--- src/design/dmkd_pkg.sv ---
`timescale 1ns / 1ps
// Shared types and constants for the duplex matrix key debouncer.
// No dependencies; used by every module of the block except dmkd_ram.
package dmkd_pkg;

  // Default sizing, handed to the top-level parameters
  localparam int unsigned MAX_ROWS_DEF      = 8;
  localparam int unsigned MAX_PHYS_COLS_DEF = 8;
  localparam int unsigned COUNTER_BITS_DEF  = 16;

  // Register file
  localparam int unsigned CFG_MS_W   = 16;  // debounce / poll time registers
  localparam int unsigned CFG_CNT_W  = 4;   // row / column count registers
  localparam int unsigned APB_DATA_W = 32;
  localparam int unsigned APB_ADDR_W = 5;

  typedef enum logic [2:0] {
    REG_PRESS_MS   = 3'd0,
    REG_RELEASE_MS = 3'd1,
    REG_POLL_MS    = 3'd2,
    REG_ROWS       = 3'd3,
    REG_PHYS_COLS  = 3'd4
  } reg_idx_e;

  localparam logic [CFG_MS_W-1:0]  PRESS_MS_RST   = 16'd5;
  localparam logic [CFG_MS_W-1:0]  RELEASE_MS_RST = 16'd5;
  localparam logic [CFG_MS_W-1:0]  POLL_MS_RST    = 16'd1;
  localparam logic [CFG_CNT_W-1:0] ROWS_RST       = 4'd8;
  localparam logic [CFG_CNT_W-1:0] PHYS_COLS_RST  = 4'd8;

  // Thresholds that go with the reset register values
  localparam logic [CFG_MS_W-1:0] PRESS_LIM_RST   = PRESS_MS_RST / POLL_MS_RST;
  localparam logic [CFG_MS_W-1:0] RELEASE_LIM_RST = RELEASE_MS_RST / POLL_MS_RST;

  // Queue between classifier and cell update, power of two
  localparam int unsigned QUEUE_DEPTH = 2;

  // Field widths of the stream words
  localparam int unsigned ROW_W  = 3;
  localparam int unsigned COL_W  = 3;
  localparam int unsigned LCOL_W = 4;

  typedef struct packed {
    logic              raw;
    logic [LCOL_W-1:0] ev_col;
    logic [ROW_W-1:0]  row;
  } cell_req_t;

  typedef struct packed {
    logic init_done;
    logic cfg_busy;
  } fe_ctl_t;

  typedef struct packed {
    logic [CFG_MS_W-1:0] prs;
    logic [CFG_MS_W-1:0] rel;
  } limits_t;

endpackage

--- src/design/dmkd_ram.sv ---
`timescale 1ns / 1ps
// Generic simple dual-port RAM: one write port, one read port, registered read.
// No dependencies.
module dmkd_ram #(
  parameter int unsigned WIDTH = 18,
  parameter int unsigned DEPTH = 128
) (
  input  logic                     clk_i,
  input  logic                     we_i,
  input  logic [$clog2(DEPTH)-1:0] waddr_i,
  input  logic [WIDTH-1:0]         wdata_i,
  input  logic                     re_i,
  input  logic [$clog2(DEPTH)-1:0] raddr_i,
  output logic [WIDTH-1:0]         rdata_o
);

  logic [WIDTH-1:0] mem_q [DEPTH];
  logic [WIDTH-1:0] rdata_q;

  always_ff @(posedge clk_i) begin
    if (we_i) begin
      mem_q[waddr_i] <= wdata_i;
    end
    if (re_i) begin
      rdata_q <= mem_q[raddr_i];
    end
  end

  assign rdata_o = rdata_q;

endmodule

--- src/design/dmkd_div.sv ---
`timescale 1ns / 1ps
// Restoring divider, one quotient bit per cycle, for the debounce thresholds.
// Depends on dmkd_pkg.
module dmkd_div (
  input  logic                          clk_i,
  input  logic                          rst_ni,
  input  logic                          start_i,
  input  logic [dmkd_pkg::CFG_MS_W-1:0] dividend_i,
  input  logic [dmkd_pkg::CFG_MS_W-1:0] divisor_i,
  output logic                          busy_o,
  output logic                          done_o,
  output logic [dmkd_pkg::CFG_MS_W-1:0] quotient_o
);

  localparam int unsigned W      = dmkd_pkg::CFG_MS_W;
  localparam int unsigned STEP_W = $clog2(W);

  logic              busy_q, busy_d;
  logic              done_q, done_d;
  logic [STEP_W-1:0] step_q, step_d;
  logic [W-1:0]      rem_q, rem_d;
  logic [W-1:0]      quo_q, quo_d;
  logic [W-1:0]      dvs_q, dvs_d;
  logic [W:0]        trial;
  logic [W:0]        diff;

  always_comb begin
    busy_d = busy_q;
    done_d = 1'b0;
    step_d = step_q;
    rem_d  = rem_q;
    quo_d  = quo_q;
    dvs_d  = dvs_q;
    trial  = {rem_q, quo_q[W-1]};
    diff   = trial - {1'b0, dvs_q};
    if (start_i) begin
      busy_d = 1'b1;
      step_d = STEP_W'(W - 1);
      rem_d  = '0;
      quo_d  = dividend_i;
      dvs_d  = divisor_i;
    end else if (busy_q) begin
      if (!diff[W]) begin
        rem_d = diff[W-1:0];
      end else begin
        rem_d = trial[W-1:0];
      end
      quo_d  = {quo_q[W-2:0], ~diff[W]};
      step_d = step_q - STEP_W'(1);
      if (step_q == '0) begin
        busy_d = 1'b0;
        done_d = 1'b1;
      end
    end
  end

  always_ff @(posedge clk_i or negedge rst_ni) begin
    if (!rst_ni) begin
      busy_q <= 1'b0;
      done_q <= 1'b0;
      step_q <= '0;
    end else begin
      busy_q <= busy_d;
      done_q <= done_d;
      step_q <= step_d;
    end
  end

  always_ff @(posedge clk_i) begin
    rem_q <= rem_d;
    quo_q <= quo_d;
    dvs_q <= dvs_d;
  end

  assign busy_o     = busy_q;
  assign done_o     = done_q;
  assign quotient_o = quo_q;

endmodule

--- src/design/dmkd_front.sv ---
`timescale 1ns / 1ps
// Front end: takes raw readings, drops out-of-range ones, maps the rest to a
// cell address and queues them for the cell update. Depends on dmkd_pkg.
module dmkd_front #(
  parameter int unsigned MAX_ROWS      = dmkd_pkg::MAX_ROWS_DEF,
  parameter int unsigned MAX_PHYS_COLS = dmkd_pkg::MAX_PHYS_COLS_DEF
) (
  input  logic                                            clk_i,
  input  logic                                            rst_ni,
  input  logic                                            s_axis_tvalid,
  output logic                                            s_axis_tready,
  input  logic [7:0]                                      s_axis_tdata,
  input  logic [0:0]                                      s_axis_tuser,
  input  logic [dmkd_pkg::CFG_CNT_W-1:0]                  rows_in_use_i,
  input  logic [dmkd_pkg::CFG_CNT_W-1:0]                  phys_cols_in_use_i,
  input  dmkd_pkg::fe_ctl_t                               ctl_i,
  output logic                                            q_valid_o,
  output dmkd_pkg::cell_req_t                             q_req_o,
  output logic [$clog2(MAX_ROWS*2*MAX_PHYS_COLS)-1:0]     q_addr_o,
  input  logic                                            q_pop_i
);

  localparam int unsigned LOGICAL_COLS = 2 * MAX_PHYS_COLS;
  localparam int unsigned CELL_COUNT   = MAX_ROWS * LOGICAL_COLS;
  localparam int unsigned ADDR_W       = $clog2(CELL_COUNT);
  localparam int unsigned NC_MAX       = (MAX_PHYS_COLS > 15) ? MAX_PHYS_COLS : 15;
  localparam int unsigned NC_W         = $clog2(NC_MAX + 1);
  localparam int unsigned SUM_W        = NC_W + 1;
  localparam int unsigned DEPTH        = dmkd_pkg::QUEUE_DEPTH;
  localparam int unsigned PTR_W        = (DEPTH > 1) ? $clog2(DEPTH) : 1;
  localparam int unsigned QCNT_W       = $clog2(DEPTH + 1);

  logic [dmkd_pkg::ROW_W-1:0] row;
  logic [dmkd_pkg::COL_W-1:0] col;
  logic                       raw;
  logic                       mode;
  logic [NC_W-1:0]            ncols;
  logic [SUM_W-1:0]           lsum;
  logic                       in_range;
  logic                       accept;
  logic                       push;
  logic [ADDR_W-1:0]          addr;
  dmkd_pkg::cell_req_t        req;

  dmkd_pkg::cell_req_t        req_mem_q  [DEPTH];
  logic [ADDR_W-1:0]          addr_mem_q [DEPTH];
  logic [PTR_W-1:0]           wr_ptr_q, wr_ptr_d;
  logic [PTR_W-1:0]           rd_ptr_q, rd_ptr_d;
  logic [QCNT_W-1:0]          cnt_q, cnt_d;

  // tdata: [2:0] row_index, [5:3] col_index, [6] raw_pressed
  assign row  = s_axis_tdata[2:0];
  assign col  = s_axis_tdata[5:3];
  assign raw  = s_axis_tdata[6];
  assign mode = s_axis_tuser[0];

  always_comb begin
    if (int'(phys_cols_in_use_i) > int'(MAX_PHYS_COLS)) begin
      ncols = NC_W'(MAX_PHYS_COLS);
    end else begin
      ncols = NC_W'(phys_cols_in_use_i);
    end
    // reverse scan lands just above the forward columns in use
    lsum     = SUM_W'(col) + (mode ? SUM_W'(ncols) : '0);
    in_range = (int'(row) < int'(rows_in_use_i)) && (int'(row) < int'(MAX_ROWS)) &&
               (int'(col) < int'(ncols));
    addr     = ADDR_W'(int'(row) * int'(LOGICAL_COLS) + int'(lsum));
    req.raw    = raw;
    req.ev_col = lsum[dmkd_pkg::LCOL_W-1:0];
    req.row    = row;
  end

  assign s_axis_tready = ctl_i.init_done && !ctl_i.cfg_busy && (cnt_q != QCNT_W'(DEPTH));
  assign accept        = s_axis_tvalid && s_axis_tready;
  assign push          = accept && in_range;

  always_comb begin
    wr_ptr_d = wr_ptr_q;
    rd_ptr_d = rd_ptr_q;
    cnt_d    = cnt_q;
    if (push) begin
      wr_ptr_d = wr_ptr_q + PTR_W'(1);
    end
    if (q_pop_i) begin
      rd_ptr_d = rd_ptr_q + PTR_W'(1);
    end
    if (push && !q_pop_i) begin
      cnt_d = cnt_q + QCNT_W'(1);
    end else if (!push && q_pop_i) begin
      cnt_d = cnt_q - QCNT_W'(1);
    end
  end

  always_ff @(posedge clk_i or negedge rst_ni) begin
    if (!rst_ni) begin
      wr_ptr_q <= '0;
      rd_ptr_q <= '0;
      cnt_q    <= '0;
    end else begin
      wr_ptr_q <= wr_ptr_d;
      rd_ptr_q <= rd_ptr_d;
      cnt_q    <= cnt_d;
    end
  end

  always_ff @(posedge clk_i) begin
    if (push) begin
      req_mem_q[wr_ptr_q]  <= req;
      addr_mem_q[wr_ptr_q] <= addr;
    end
  end

  assign q_valid_o = (cnt_q != '0);
  assign q_req_o   = req_mem_q[rd_ptr_q];
  assign q_addr_o  = addr_mem_q[rd_ptr_q];

  assert property (@(posedge clk_i) disable iff (!rst_ni) cnt_q <= QCNT_W'(DEPTH))
    else $error("front queue overfilled");

  assert property (@(posedge clk_i) disable iff (!rst_ni) q_pop_i |-> cnt_q != '0)
    else $error("pop from empty front queue");

endmodule

--- src/design/dmkd_back.sv ---
`timescale 1ns / 1ps
// Back end: read-modify-write of one cell per queued word, event output register,
// and the clearing sweep of the cell store after reset. Depends on dmkd_pkg, dmkd_ram.
module dmkd_back #(
  parameter int unsigned MAX_ROWS      = dmkd_pkg::MAX_ROWS_DEF,
  parameter int unsigned MAX_PHYS_COLS = dmkd_pkg::MAX_PHYS_COLS_DEF,
  parameter int unsigned COUNTER_BITS  = dmkd_pkg::COUNTER_BITS_DEF
) (
  input  logic                                        clk_i,
  input  logic                                        rst_ni,
  input  logic                                        q_valid_i,
  input  dmkd_pkg::cell_req_t                         q_req_i,
  input  logic [$clog2(MAX_ROWS*2*MAX_PHYS_COLS)-1:0] q_addr_i,
  output logic                                        q_pop_o,
  input  dmkd_pkg::limits_t                           limits_i,
  output logic                                        init_done_o,
  output logic                                        m_axis_tvalid,
  input  logic                                        m_axis_tready,
  output logic [7:0]                                  m_axis_tdata
);

  localparam int unsigned CELL_COUNT = MAX_ROWS * 2 * MAX_PHYS_COLS;
  localparam int unsigned ADDR_W     = $clog2(CELL_COUNT);
  localparam int unsigned CELL_W     = COUNTER_BITS + 2;
  localparam int unsigned MS_W       = dmkd_pkg::CFG_MS_W;

  // cell layout: [CB+1] stable, [CB] candidate, [CB-1:0] counter
  logic                    init_done_q, init_done_d;
  logic [ADDR_W-1:0]       clr_addr_q, clr_addr_d;
  logic                    m_valid_q, m_valid_d;
  dmkd_pkg::cell_req_t     m_req_q;
  logic [ADDR_W-1:0]       m_addr_q;
  logic                    out_valid_q, out_valid_d;
  logic [7:0]              out_data_q;

  logic                    rd_fire;
  logic                    complete;
  logic [CELL_W-1:0]       rdata;
  logic [COUNTER_BITS-1:0] cnt_rd, cnt_base, cnt_n;
  logic                    cand_rd, stab_rd, stab_n, cand_n;
  logic                    hit;
  logic [MS_W-1:0]         limit;
  logic                    ram_we;
  logic [ADDR_W-1:0]       ram_waddr;
  logic [CELL_W-1:0]       ram_wdata;

  assign rd_fire  = init_done_q && q_valid_i && !m_valid_q;
  assign complete = m_valid_q && (!out_valid_q || m_axis_tready);
  assign q_pop_o  = rd_fire;

  always_comb begin
    cnt_rd  = rdata[COUNTER_BITS-1:0];
    cand_rd = rdata[COUNTER_BITS];
    stab_rd = rdata[COUNTER_BITS+1];
    cand_n  = m_req_q.raw;
    limit   = m_req_q.raw ? limits_i.prs : limits_i.rel;
    // a new raw value restarts the count
    cnt_base = (m_req_q.raw != cand_rd) ? '0 : cnt_rd;
    cnt_n    = cnt_base;
    hit      = 1'b0;
    if (cand_n != stab_rd) begin
      cnt_n = (cnt_base == '1) ? cnt_base : cnt_base + COUNTER_BITS'(1);
      hit   = MS_W'(cnt_n) > limit;
    end
    stab_n = hit ? cand_n : stab_rd;
  end

  always_comb begin
    if (!init_done_q) begin
      ram_we    = 1'b1;
      ram_waddr = clr_addr_q;
      ram_wdata = '0;
    end else begin
      ram_we    = complete;
      ram_waddr = m_addr_q;
      ram_wdata = {stab_n, cand_n, cnt_n};
    end
  end

  dmkd_ram #(
    .WIDTH (CELL_W),
    .DEPTH (CELL_COUNT)
  ) u_cell_ram (
    .clk_i   (clk_i),
    .we_i    (ram_we),
    .waddr_i (ram_waddr),
    .wdata_i (ram_wdata),
    .re_i    (rd_fire),
    .raddr_i (q_addr_i),
    .rdata_o (rdata)
  );

  always_comb begin
    init_done_d = init_done_q;
    clr_addr_d  = clr_addr_q;
    if (!init_done_q) begin
      clr_addr_d = clr_addr_q + ADDR_W'(1);
      if (clr_addr_q == ADDR_W'(CELL_COUNT - 1)) begin
        init_done_d = 1'b1;
      end
    end
    m_valid_d = m_valid_q;
    if (rd_fire) begin
      m_valid_d = 1'b1;
    end else if (complete) begin
      m_valid_d = 1'b0;
    end
    out_valid_d = out_valid_q;
    if (complete && hit) begin
      out_valid_d = 1'b1;
    end else if (m_axis_tready) begin
      out_valid_d = 1'b0;
    end
  end

  always_ff @(posedge clk_i or negedge rst_ni) begin
    if (!rst_ni) begin
      init_done_q <= 1'b0;
      clr_addr_q  <= '0;
      m_valid_q   <= 1'b0;
      out_valid_q <= 1'b0;
    end else begin
      init_done_q <= init_done_d;
      clr_addr_q  <= clr_addr_d;
      m_valid_q   <= m_valid_d;
      out_valid_q <= out_valid_d;
    end
  end

  always_ff @(posedge clk_i) begin
    if (rd_fire) begin
      m_req_q  <= q_req_i;
      m_addr_q <= q_addr_i;
    end
    if (complete && hit) begin
      out_data_q <= {stab_n, m_req_q.ev_col, m_req_q.row};
    end
  end

  assign init_done_o   = init_done_q;
  assign m_axis_tvalid = out_valid_q;
  // tdata: [2:0] event_row, [6:3] event_col, [7] event_pressed
  assign m_axis_tdata  = out_data_q;

  assert property (@(posedge clk_i) disable iff (!rst_ni) !init_done_q |-> !m_valid_q)
    else $error("cell update during clearing sweep");

  assert property (@(posedge clk_i) disable iff (!rst_ni) init_done_q |=> init_done_q)
    else $error("clearing sweep restarted");

  assert property (@(posedge clk_i) disable iff (!rst_ni)
    (m_valid_q && !complete) |=> (m_valid_q && $stable(m_addr_q)))
    else $error("stalled cell update lost its address");

endmodule

--- src/design/duplex_matrix_key_debouncer_core.sv ---
`timescale 1ns / 1ps
// Top level of the duplex key matrix debouncer: register file, threshold dividers,
// front end and cell-update back end. Depends on dmkd_pkg, dmkd_div, dmkd_front, dmkd_back.
//
// Takes raw key-matrix readings as 8-bit words and emits one event word whenever a cell's
// debounced state flips. After reset the cell store (MAX_ROWS*2*MAX_PHYS_COLS entries, 128
// by default) is cleared one entry per cycle, and the input is held off until the sweep is done.
// A cell update is a read-modify-write of the simple dual-port cell RAM; the back end takes
// no new reading until the last update is written. A reading outside the rows and columns
// in use is taken and dropped. A two-word queue and the output register let either side
// stall alone. Writing the press, release or poll register recomputes both thresholds with
// bit-serial dividers; the input is held off until they are done.
module duplex_matrix_key_debouncer_core #(
  parameter int unsigned MAX_ROWS      = dmkd_pkg::MAX_ROWS_DEF,
  parameter int unsigned MAX_PHYS_COLS = dmkd_pkg::MAX_PHYS_COLS_DEF,
  parameter int unsigned COUNTER_BITS  = dmkd_pkg::COUNTER_BITS_DEF
) (
  input  logic                              clk_i,
  input  logic                              rst_ni,
  // tdata: [2:0] row_index, [5:3] col_index, [6] raw_pressed, [7] zero
  input  logic                              s_axis_tvalid,
  output logic                              s_axis_tready,
  input  logic [7:0]                        s_axis_tdata,
  // tuser: [0] mode
  input  logic [0:0]                        s_axis_tuser,
  // tdata: [2:0] event_row, [6:3] event_col, [7] event_pressed
  output logic                              m_axis_tvalid,
  input  logic                              m_axis_tready,
  output logic [7:0]                        m_axis_tdata,
  input  logic                              psel,
  input  logic                              penable,
  input  logic                              pwrite,
  input  logic [dmkd_pkg::APB_ADDR_W-1:0]   paddr,
  input  logic [dmkd_pkg::APB_DATA_W-1:0]   pwdata,
  output logic [dmkd_pkg::APB_DATA_W-1:0]   prdata,
  output logic                              pready
);

  localparam int unsigned ADDR_W = $clog2(MAX_ROWS * 2 * MAX_PHYS_COLS);
  localparam int unsigned MS_W   = dmkd_pkg::CFG_MS_W;
  localparam int unsigned CNT_W  = dmkd_pkg::CFG_CNT_W;
  localparam int unsigned DATA_W = dmkd_pkg::APB_DATA_W;

  logic [MS_W-1:0]     press_ms_q, release_ms_q, poll_ms_q;
  logic [CNT_W-1:0]    rows_q, cols_q;
  logic [MS_W-1:0]     prs_lim_q, rel_lim_q;
  logic                recalc_q, recalc_d;
  logic                cfg_wr;
  logic [2:0]          reg_idx;
  logic [MS_W-1:0]     divisor;
  logic                prs_busy, rel_busy, prs_done, rel_done;
  logic [MS_W-1:0]     prs_quo, rel_quo;
  logic                cfg_busy;
  dmkd_pkg::fe_ctl_t   fe_ctl;
  dmkd_pkg::limits_t   limits;
  logic                init_done;
  logic                q_valid, q_pop;
  dmkd_pkg::cell_req_t q_req;
  logic [ADDR_W-1:0]   q_addr;

  assign pready  = 1'b1;
  assign cfg_wr  = psel && penable && pwrite;
  assign reg_idx = paddr[4:2];

  always_comb begin
    recalc_d = 1'b0;
    if (cfg_wr) begin
      recalc_d = (reg_idx == dmkd_pkg::REG_PRESS_MS) ||
                 (reg_idx == dmkd_pkg::REG_RELEASE_MS) ||
                 (reg_idx == dmkd_pkg::REG_POLL_MS);
    end
  end

  always_ff @(posedge clk_i or negedge rst_ni) begin
    if (!rst_ni) begin
      press_ms_q   <= dmkd_pkg::PRESS_MS_RST;
      release_ms_q <= dmkd_pkg::RELEASE_MS_RST;
      poll_ms_q    <= dmkd_pkg::POLL_MS_RST;
      rows_q       <= dmkd_pkg::ROWS_RST;
      cols_q       <= dmkd_pkg::PHYS_COLS_RST;
      recalc_q     <= 1'b0;
      prs_lim_q    <= dmkd_pkg::PRESS_LIM_RST;
      rel_lim_q    <= dmkd_pkg::RELEASE_LIM_RST;
    end else begin
      recalc_q <= recalc_d;
      if (cfg_wr) begin
        case (reg_idx)
          dmkd_pkg::REG_PRESS_MS:   press_ms_q   <= pwdata[MS_W-1:0];
          dmkd_pkg::REG_RELEASE_MS: release_ms_q <= pwdata[MS_W-1:0];
          dmkd_pkg::REG_POLL_MS:    poll_ms_q    <= pwdata[MS_W-1:0];
          dmkd_pkg::REG_ROWS:       rows_q       <= pwdata[CNT_W-1:0];
          dmkd_pkg::REG_PHYS_COLS:  cols_q       <= pwdata[CNT_W-1:0];
          default: ;
        endcase
      end
      if (prs_done) begin
        prs_lim_q <= prs_quo;
      end
      if (rel_done) begin
        rel_lim_q <= rel_quo;
      end
    end
  end

  always_comb begin
    case (reg_idx)
      dmkd_pkg::REG_PRESS_MS:   prdata = DATA_W'(press_ms_q);
      dmkd_pkg::REG_RELEASE_MS: prdata = DATA_W'(release_ms_q);
      dmkd_pkg::REG_POLL_MS:    prdata = DATA_W'(poll_ms_q);
      dmkd_pkg::REG_ROWS:       prdata = DATA_W'(rows_q);
      dmkd_pkg::REG_PHYS_COLS:  prdata = DATA_W'(cols_q);
      default:                  prdata = '0;
    endcase
  end

  // zero poll period counts as one
  assign divisor = (poll_ms_q == '0) ? MS_W'(1) : poll_ms_q;

  dmkd_div u_prs_div (
    .clk_i      (clk_i),
    .rst_ni     (rst_ni),
    .start_i    (recalc_q),
    .dividend_i (press_ms_q),
    .divisor_i  (divisor),
    .busy_o     (prs_busy),
    .done_o     (prs_done),
    .quotient_o (prs_quo)
  );

  dmkd_div u_rel_div (
    .clk_i      (clk_i),
    .rst_ni     (rst_ni),
    .start_i    (recalc_q),
    .dividend_i (release_ms_q),
    .divisor_i  (divisor),
    .busy_o     (rel_busy),
    .done_o     (rel_done),
    .quotient_o (rel_quo)
  );

  assign cfg_busy         = recalc_q || prs_busy || rel_busy;
  assign fe_ctl.init_done = init_done;
  assign fe_ctl.cfg_busy  = cfg_busy;
  assign limits.prs       = prs_lim_q;
  assign limits.rel       = rel_lim_q;

  dmkd_front #(
    .MAX_ROWS      (MAX_ROWS),
    .MAX_PHYS_COLS (MAX_PHYS_COLS)
  ) u_front (
    .clk_i              (clk_i),
    .rst_ni             (rst_ni),
    .s_axis_tvalid      (s_axis_tvalid),
    .s_axis_tready      (s_axis_tready),
    .s_axis_tdata       (s_axis_tdata),
    .s_axis_tuser       (s_axis_tuser),
    .rows_in_use_i      (rows_q),
    .phys_cols_in_use_i (cols_q),
    .ctl_i              (fe_ctl),
    .q_valid_o          (q_valid),
    .q_req_o            (q_req),
    .q_addr_o           (q_addr),
    .q_pop_i            (q_pop)
  );

  dmkd_back #(
    .MAX_ROWS      (MAX_ROWS),
    .MAX_PHYS_COLS (MAX_PHYS_COLS),
    .COUNTER_BITS  (COUNTER_BITS)
  ) u_back (
    .clk_i         (clk_i),
    .rst_ni        (rst_ni),
    .q_valid_i     (q_valid),
    .q_req_i       (q_req),
    .q_addr_i      (q_addr),
    .q_pop_o       (q_pop),
    .limits_i      (limits),
    .init_done_o   (init_done),
    .m_axis_tvalid (m_axis_tvalid),
    .m_axis_tready (m_axis_tready),
    .m_axis_tdata  (m_axis_tdata)
  );

  assert property (@(posedge clk_i) disable iff (!rst_ni) cfg_busy |-> !s_axis_tready)
    else $error("word taken while thresholds are recomputed");

  assert property (@(posedge clk_i) disable iff (!rst_ni) prs_done |-> rel_done)
    else $error("threshold dividers out of step");

endmodule

--- config.mk ---
export PLATFORM = sky130hd
export DESIGN_NAME = duplex_matrix_key_debouncer_core
export DESIGN_NICKNAME = d
export VERILOG_FILES = /design/src/design/dmkd_pkg.sv /design/src/design/dmkd_ram.sv /design/src/design/dmkd_div.sv /design/src/design/dmkd_front.sv /design/src/design/dmkd_back.sv /design/src/design/duplex_matrix_key_debouncer_core.sv
export SDC_FILE = /design/constraint.sdc
export NUM_CORES = 2
export LEC_CHECK = 0
export BUFFER_PORTS_ARGS = -buffer_cell sky130_fd_sc_hd__buf_4
export CELL_PAD_IN_SITES_DETAIL_PLACEMENT = 0
export CELL_PAD_IN_SITES_GLOBAL_PLACEMENT = 2
export CORE_MARGIN = 10
export CORE_UTILIZATION = 35
export DETAILED_ROUTE_END_ITERATION = 12
export PLACE_DENSITY_LB_ADDON = 0.1
export SETUP_SLACK_MARGIN = 0.5
export SLEW_MARGIN = 20
export SYNTH_ARGS = -nofsm -noshare
export SYNTH_HDL_FRONTEND = slang
export SYNTH_HIERARCHICAL = 1
export SYNTH_SLANG_ARGS = --single-unit
--- constraint.sdc ---
create_clock -name clk_i -period 9.2 [get_ports clk_i]
set_input_delay 0 -clock clk_i [delete_from_list [all_inputs] [get_ports clk_i]]
set_output_delay 0 -clock clk_i [all_outputs]
set_load 0.02 [all_outputs]
Yosys cells after proc, flatten, opt, wreduce, memory -nomap -nowiden
Memory sizes are Yosys's and may differ from the RTL's. A register that Yosys moved wholly into a read port is not among the register bits. Index checks and enable logic that the tools add are counted.

Input bits: 53. Bits in writable memories: 2334. Word-level logic and storage cells: 143. Register bits: 210. Memories: 3. Output and inout port bits: 43.

Order comparisons: 4. Add/subtract/negate cells: 12. Eq/ne operators: 9. Bitwise operators: 2. Reduce and logical (&&, ||, !) cells: 38. Muxes and demuxes: 47.

Memory list: u_back.u_cell_ram.mem_q (words 128, bits a word 18, read ports 1, clocked after memory_dff 1, wr ports 1, line dmkd_ram.sv:17) `logic [WIDTH-1:0] mem_q [DEPTH];`; u_front.req_mem_q (words 2, bits a word 8, read ports 1, clocked after memory_dff 1, wr ports 1, line dmkd_front.sv:45) `dmkd_pkg::cell_req_t req_mem_q [DEPTH];`; u_front.addr_mem_q (words 2, bits a word 7, read ports 1, clocked after memory_dff 0, wr ports 1, line dmkd_front.sv:46) `logic [ADDR_W-1:0] addr_mem_q [DEPTH];`.

Operators by type and width (number): $mux W16 (10); $pmux W16 S5 (1); $sub A17 B16 Y17 (2); $mux W1 (26); $mux W4 (6); $mux W18 (1); $add A16 B1 Y16 const B (1); $eq A16 B16 Y1 const B (1); $gt A16 B16 Y1 (1); $logic_not A16 Y1 (1); $logic_and A1 B1 Y1 (13); $reduce_bool A2 Y1 (6); $reduce_and A2 Y1 (5); $logic_not A4 Y1 (2); $lt A3 B4 Y1 (2); $sub A4 B1 Y4 const B (2); $add A7 B1 Y7 const B (1); $add A7 B5 Y7 (1); $eq A7 B7 Y1 const B (1); $mux W7 (1); $eq A3 B2 Y1 const B (2); $add A3 B5 Y5 (1); $logic_not A1 Y1 (5); $logic_or A1 B1 Y1 (5); other kinds (11) (15).

Depth between registers and ports, before layout
Depth in word-level cells: 11. Gate-level depth with buffers: 19.

By module
Netlist, hierarchy kept.

Modules (own cells, without submodules): dmkd_ram (cells an instance 3449, instances 1, area an instance 88427.3 um^2); duplex_matrix_key_debouncer_core (cells an instance 311, instances 1, area an instance 4103.9 um^2); dmkd_div at u_rel_div (cells an instance 315, instances 1, area an instance 3150.5 um^2); dmkd_div at u_prs_div (cells an instance 300, instances 1, area an instance 3125.5 um^2); dmkd_back (cells an instance 276, instances 1, area an instance 2621.3 um^2); dmkd_front (cells an instance 92, instances 1, area an instance 1335.0 um^2).

Least setup slack after synthesis
No wires, ideal clock.

Path kind: flip-flop to flip-flop. From: reg u_back/cand_n (netlist name). To: mem u_back.u_cell_ram.mem_q[0][2] (data pin). Setup time: 1.240 ns. Arrival time: 8.059 ns. Path slack: -0.100 ns. Stages on the path, launching flop included: 13. Path buffers: 3. Path through: edfxtp_1 buf_6 xnor2_1 clkbuf_1 buf_1 nand2_1 inv_1 ha_1 nand3_1 nor4_1 a21oi_2 a21o_1 a21boi_0.

Cells in the longest elaborated chain, start to end: 6. Elaborated cells on any way between the ends: 8. Classes of those cells: add/sub (1); eq/ne (3); mux (4).

RTL lines: $ne A1 B1 Y1 (line dmkd_back.sv:58) `cnt_base = (m_req_q.raw != cand_rd) ? '0 : cnt_rd;`; $mux W16 (line dmkd_back.sv:58); $add A16 B1 Y16 / $eq A16 B16 Y1 (equally long branches) (line dmkd_back.sv:62) `cnt_n = (cnt_base == '1) ? cnt_base : cnt_base + COUNTER_BITS'(1);`; $mux W16 (line dmkd_back.sv:62); $mux W16 * (line dmkd_back.sv:61) `if (cand_n != stab_rd) begin`; $mux W18 * (line dmkd_back.sv:69) `if (!init_done_q) begin`; named net u_back.ram_wdata[2] (line dmkd_back.sv:45) `logic [CELL_W-1:0] ram_wdata;`; end, declared (line dmkd_ram.sv:17).

Mark *: on every way through the listed nets, which the timed path passes. The rest lies on a longest branch.

Worst setup path in the final report
From: reg u_back/cand_n (netlist name). To: mem u_back.u_cell_ram.mem_q[120][17] (data pin).

Cells in the longest elaborated chain, start to end: 8. Elaborated cells on any way between the ends: 11. Classes of those cells: add/sub (1); order compare (1); eq/ne (3); mux (6).

RTL lines: $ne A1 B1 Y1 (line dmkd_back.sv:58); $mux W16 (line dmkd_back.sv:58); $add A16 B1 Y16 / $eq A16 B16 Y1 (equally long branches) (line dmkd_back.sv:62); $mux W16 (line dmkd_back.sv:62); $gt A16 B16 Y1 (line dmkd_back.sv:63) `hit = MS_W'(cnt_n) > limit;`; $mux W1 (line dmkd_back.sv:61); $mux W1 * (line dmkd_back.sv:65) `stab_n = hit ? cand_n : stab_rd;`; $mux W18 * (line dmkd_back.sv:69); named net u_back.ram_wdata[17] (line dmkd_back.sv:45).

Marked as above.

==> results.toml <==
[detailed_routing]
drt-vias-per-instance = 5.31
drcViolationCount = 0
firstDrtPassIters = 5
initialDrtViolationCount = 4634
ant_nets = 0
detailroute.via_count = 48804
detail_routed_net_length_per_standard_cell_um = 30.6
wl_um = 281000

[grt]
grt_pass1_wl_um = 396000
grt_util_all_layers = 0.174
number_of_antenna_violations_at_the_first_check_in_global_routing = 34
first_global_vias = 50518
grt_overflow = 0
grt_max_degree = 112

[worst_setup_path]
r2r-start = "u_back/cand_n"
critPathLaunchType = "flip-flop"
r2r_slack_ps = 3240
worst-r2r-cell-count = 18
r2r-end = "u_back/u_cell_ram/mem_q[120][17]"
worst_endpoint_required_time_ps = 9750
worstSetupPathType = "flip-flop to flip-flop"
critPathCaptureType = "flip-flop"
worst-endpoint-arrival_ps = 6510
critPathMaxFanout = 64

[timing]
report.final.setup_viol = 0
timing_worst_slew_pin_value_ps = 1100
timing.final.max_slew_violations = 0
ratio_of_final_minimum_period_to_clock_period = 0.648
fin_tns_setup_ps = 0
fmaxAchievable_mhz = 168
final.setup.worst_slack_ps = 3240
grt_setup_unrepaired = "false"
timing.final.crit_period_ps = 5960
finalHoldViolations = 0
fin_worst_skew_ps = 58.5
maxSlewHeadroom = 0.263

[power_and_ir_drop]
sw_frac_of_total = 0.223
power.static_leakage_uw = 0.0395
worst_ir_drop_vdd_mv = 0.135
clock_power_share = 0.437
sequentialPowerShare = 0.499
power.internal_uw = 20600
gate_power_share = 0.064
power.switching_uw = 5930
cellPowerDensity_nw_per_um2 = 223

[synthesis]
synth.cell_area_um2 = 103000
syn_inst = 4743
synth-main-ff-cell = "edfxtp_1"
synth_largest_area_cell = "edfxtp_1"
synth_adder_area_share = 0.00813
yosys_synthesis_warning_count = 6
post_synth_mux_area_share = 0.188
synth-seq-cells = 2578
main_combinational_cell_family_by_area_after_synthesis = "multiplexers"
synth_compound_area_frac = 0.0145
synth.top_cells.by_area = "edfxtp_1 (71%), mux4_2 (17%), dfrtp_1 (2.5%), mux2_2 (1.8%), ha_1 (0.75%)"
synth_xor_xnor_area_share = 0.00537
post_synth_edffs = 2431
synth-seq-area-share = 0.745
async_flop_share = 0.0446
synth.top_cell.area_share = 0.710
post_synth_and_or_nand_nor_area_fraction = 0.0244
synth_cell_types = 84
post_synthesis_area_per_instance_um2 = 21.7

[clock_network]
cts-root-to-sink-buffers = 4
cts_tree = "yes"
worstSkewPairLatency_ps = 900
cts_sinks = 2578
ctsHtreeMaxLevel = 5
cts_inserted_buffers = 296
cts-resized-gates = 0
cts.reportedPaths.clkPinSlew_ps = 60
clock_tree.root_cell = "clkbuf_16"

[die]
top_level_ports = 96
design.core.area_um2 = 292000
placement_rows = 198
fp.dieW_um = 562
design.die.area_um2 = 316000
die_height_um = 562
start_util = 0.352

[placed_design]
pre_cts_slack_ps = 3110
hpwl_um = 156000
post_dp_cell_area_um2 = 109000
routabilityCongestion = 0.714
buffer_ports.inserted = 59

[layout]
final_layout_size_suffix_gt1_frac = 0.330
fillers = 25655
finalNetCount = 5184
final_common_cell = "edfxtp_1"
finalInstanceArea_um2 = 119000
mostFrequentLayoutCells = "edfxtp_1 (2431), mux4_2 (756), clkbuf_16 (308), buf_4 (201), mux2_2 (157)"
area.growth.synth_to_final_pct = 16.0

[hold_path]
hold-path-cell-count = 3
hold_end = "u_front/addr_mem_q[0][0]"
worstHoldStart = "s_axis_tdata[3]"
hold_class = "input port to flip-flop"

[run_status]
status = "complete, no violations"

[flow_run]
cap_violations = 0
## flip-flops by register name (all words and copies together) (netlist names), 7 cells and up
| name | cells |
|---|---|
| u_prs_div/dvs_q | 16 |
| u_back/clr_addr_q | 7 |
| rel_lim_q | 16 |
| u_front/req_mem_q | 8 |
| u_back/m_req_q | 7 |
| u_prs_div/rem_q | 16 |
| u_back/u_cell_ram/mem_q | 2304 |
| u_front/addr_mem_q | 14 |
| u_rel_div/rem_q | 16 |
| u_back/m_axis_tdata | 8 |
| u_back/u_cell_ram/rdata_o | 18 |
| u_back/m_addr_q | 7 |
| release_ms_q | 16 |
| u_rel_div/quotient_o | 16 |
| press_ms_q | 16 |
| prs_lim_q | 16 |
| u_rel_div/dvs_q | 16 |
| u_prs_div/quotient_o | 16 |
| poll_ms_q | 16 |
## cells by family (layout without fill, tap and decap cells)
group,Yosys count,in the layout
other cells,2,27
xor+xnor,63,63
compound gates,223,223
flops,2578,2578
buf+inv,327,856
mux,968,968
simple gates,517,517
fa+ha+maj,65,65
## power groups by stage
stage          Clock (uW)  Combinational (uW)  Sequential (uW)
2_1_floorplan           0                1340            13400
5_1_grt             12400                1940            13300
3_3_place_gp            0                1710            13500
4_1_cts             11900                1750            13300
6_report            11600                1710            13300
3_5_place_dp            0                1710            13500
## repair_timing
action / 4_1_cts / 5_1_grt
hold buffers: 62 / 0
setup endpoints to repair: 0 / 0
setup buffers: 0 / 0
hold endpoints to repair: 161 / 0
## synth_stat cells, drive strengths merged (27+ instances only)
cell type / n
edfxtp: 2431
mux4: 756
nor2: 191
mux2: 163
clkbuf: 136
buf: 134
nand2: 110
dfrtp: 104
a21oi: 65
ha: 62
inv: 57
mux2i: 49
o21ai: 49
nand3: 40
xnor2: 40
dfxtp: 32
nor3: 27
## per-stage QoR
step	power, uW	hold WS [ps]	utilization	cells
finish	26600	99.4	0.409	9197
global route	27600	61.5	0.409	9188
CTS	26900	22.4	0.408	9185
detailed placement	15200	128	0.374	8604
global placement	15200	128	0.374	8604
floorplan	14700	-296	-	4758
## cell type report
class,instances,area [um^2],share of cell area
antenna,10,25.0,0.000210
timing repair buffer,280,2480,0.0208
multi-input combinational,1853,25600,0.215
inverter,57,216,0.00182
clock inverter,146,1460,0.0123
clock buffer,373,7990,0.0671
sequential,2578,76500,0.642
tap,3900,4880,0.0409
## how the worst max path moves through the flow
stage / startpoint / depth (start not counted) / end / slack, ps
after floorplan: u_back/cand_n / 12 / u_back/u_cell_ram/mem_q[0][15] / 1660
after global placement: u_back/cand_n / 18 / u_back/u_cell_ram/mem_q[116][17] / 3130
after detailed placement: u_back/cand_n / 18 / u_back/u_cell_ram/mem_q[117][17] / 3110
after CTS: u_back/cand_n / 18 / u_back/u_cell_ram/mem_q[105][17] / 3070
after global routing: u_back/cand_n / 18 / u_back/u_cell_ram/mem_q[105][17] / 2680
final: u_back/cand_n / 18 / u_back/u_cell_ram/mem_q[120][17] / 3240
## worst max-delay path, stage by stage (launching register included)
cell	delay (ps)
edfxtp_1	320
buf_4	370
xnor2_1	170
buf_4	270
nand2_1	130
inv_1	110
ha_1	250
and3_1	220
nand3_1	110
a2111oi_0	930
xnor2_1	240
nor2_1	90
ha_1	300
nand4_1	100
nor4_1	280
o21ai_0	170
a31oi_1	570
mux2i_4	350
buf_4	570
## metal layers
| layer | wire length (um) | GRT usage |
|---|---|---|
| met1 | 127000 | 0.251 |
| met2 | 132000 | 0.276 |
| met3 | 15100 | 0.0294 |
| met4 | 7150 | 0.0451 |
| met5 | 0 | 0 |
Note: power is estimated with default switching activity, not from simulation.
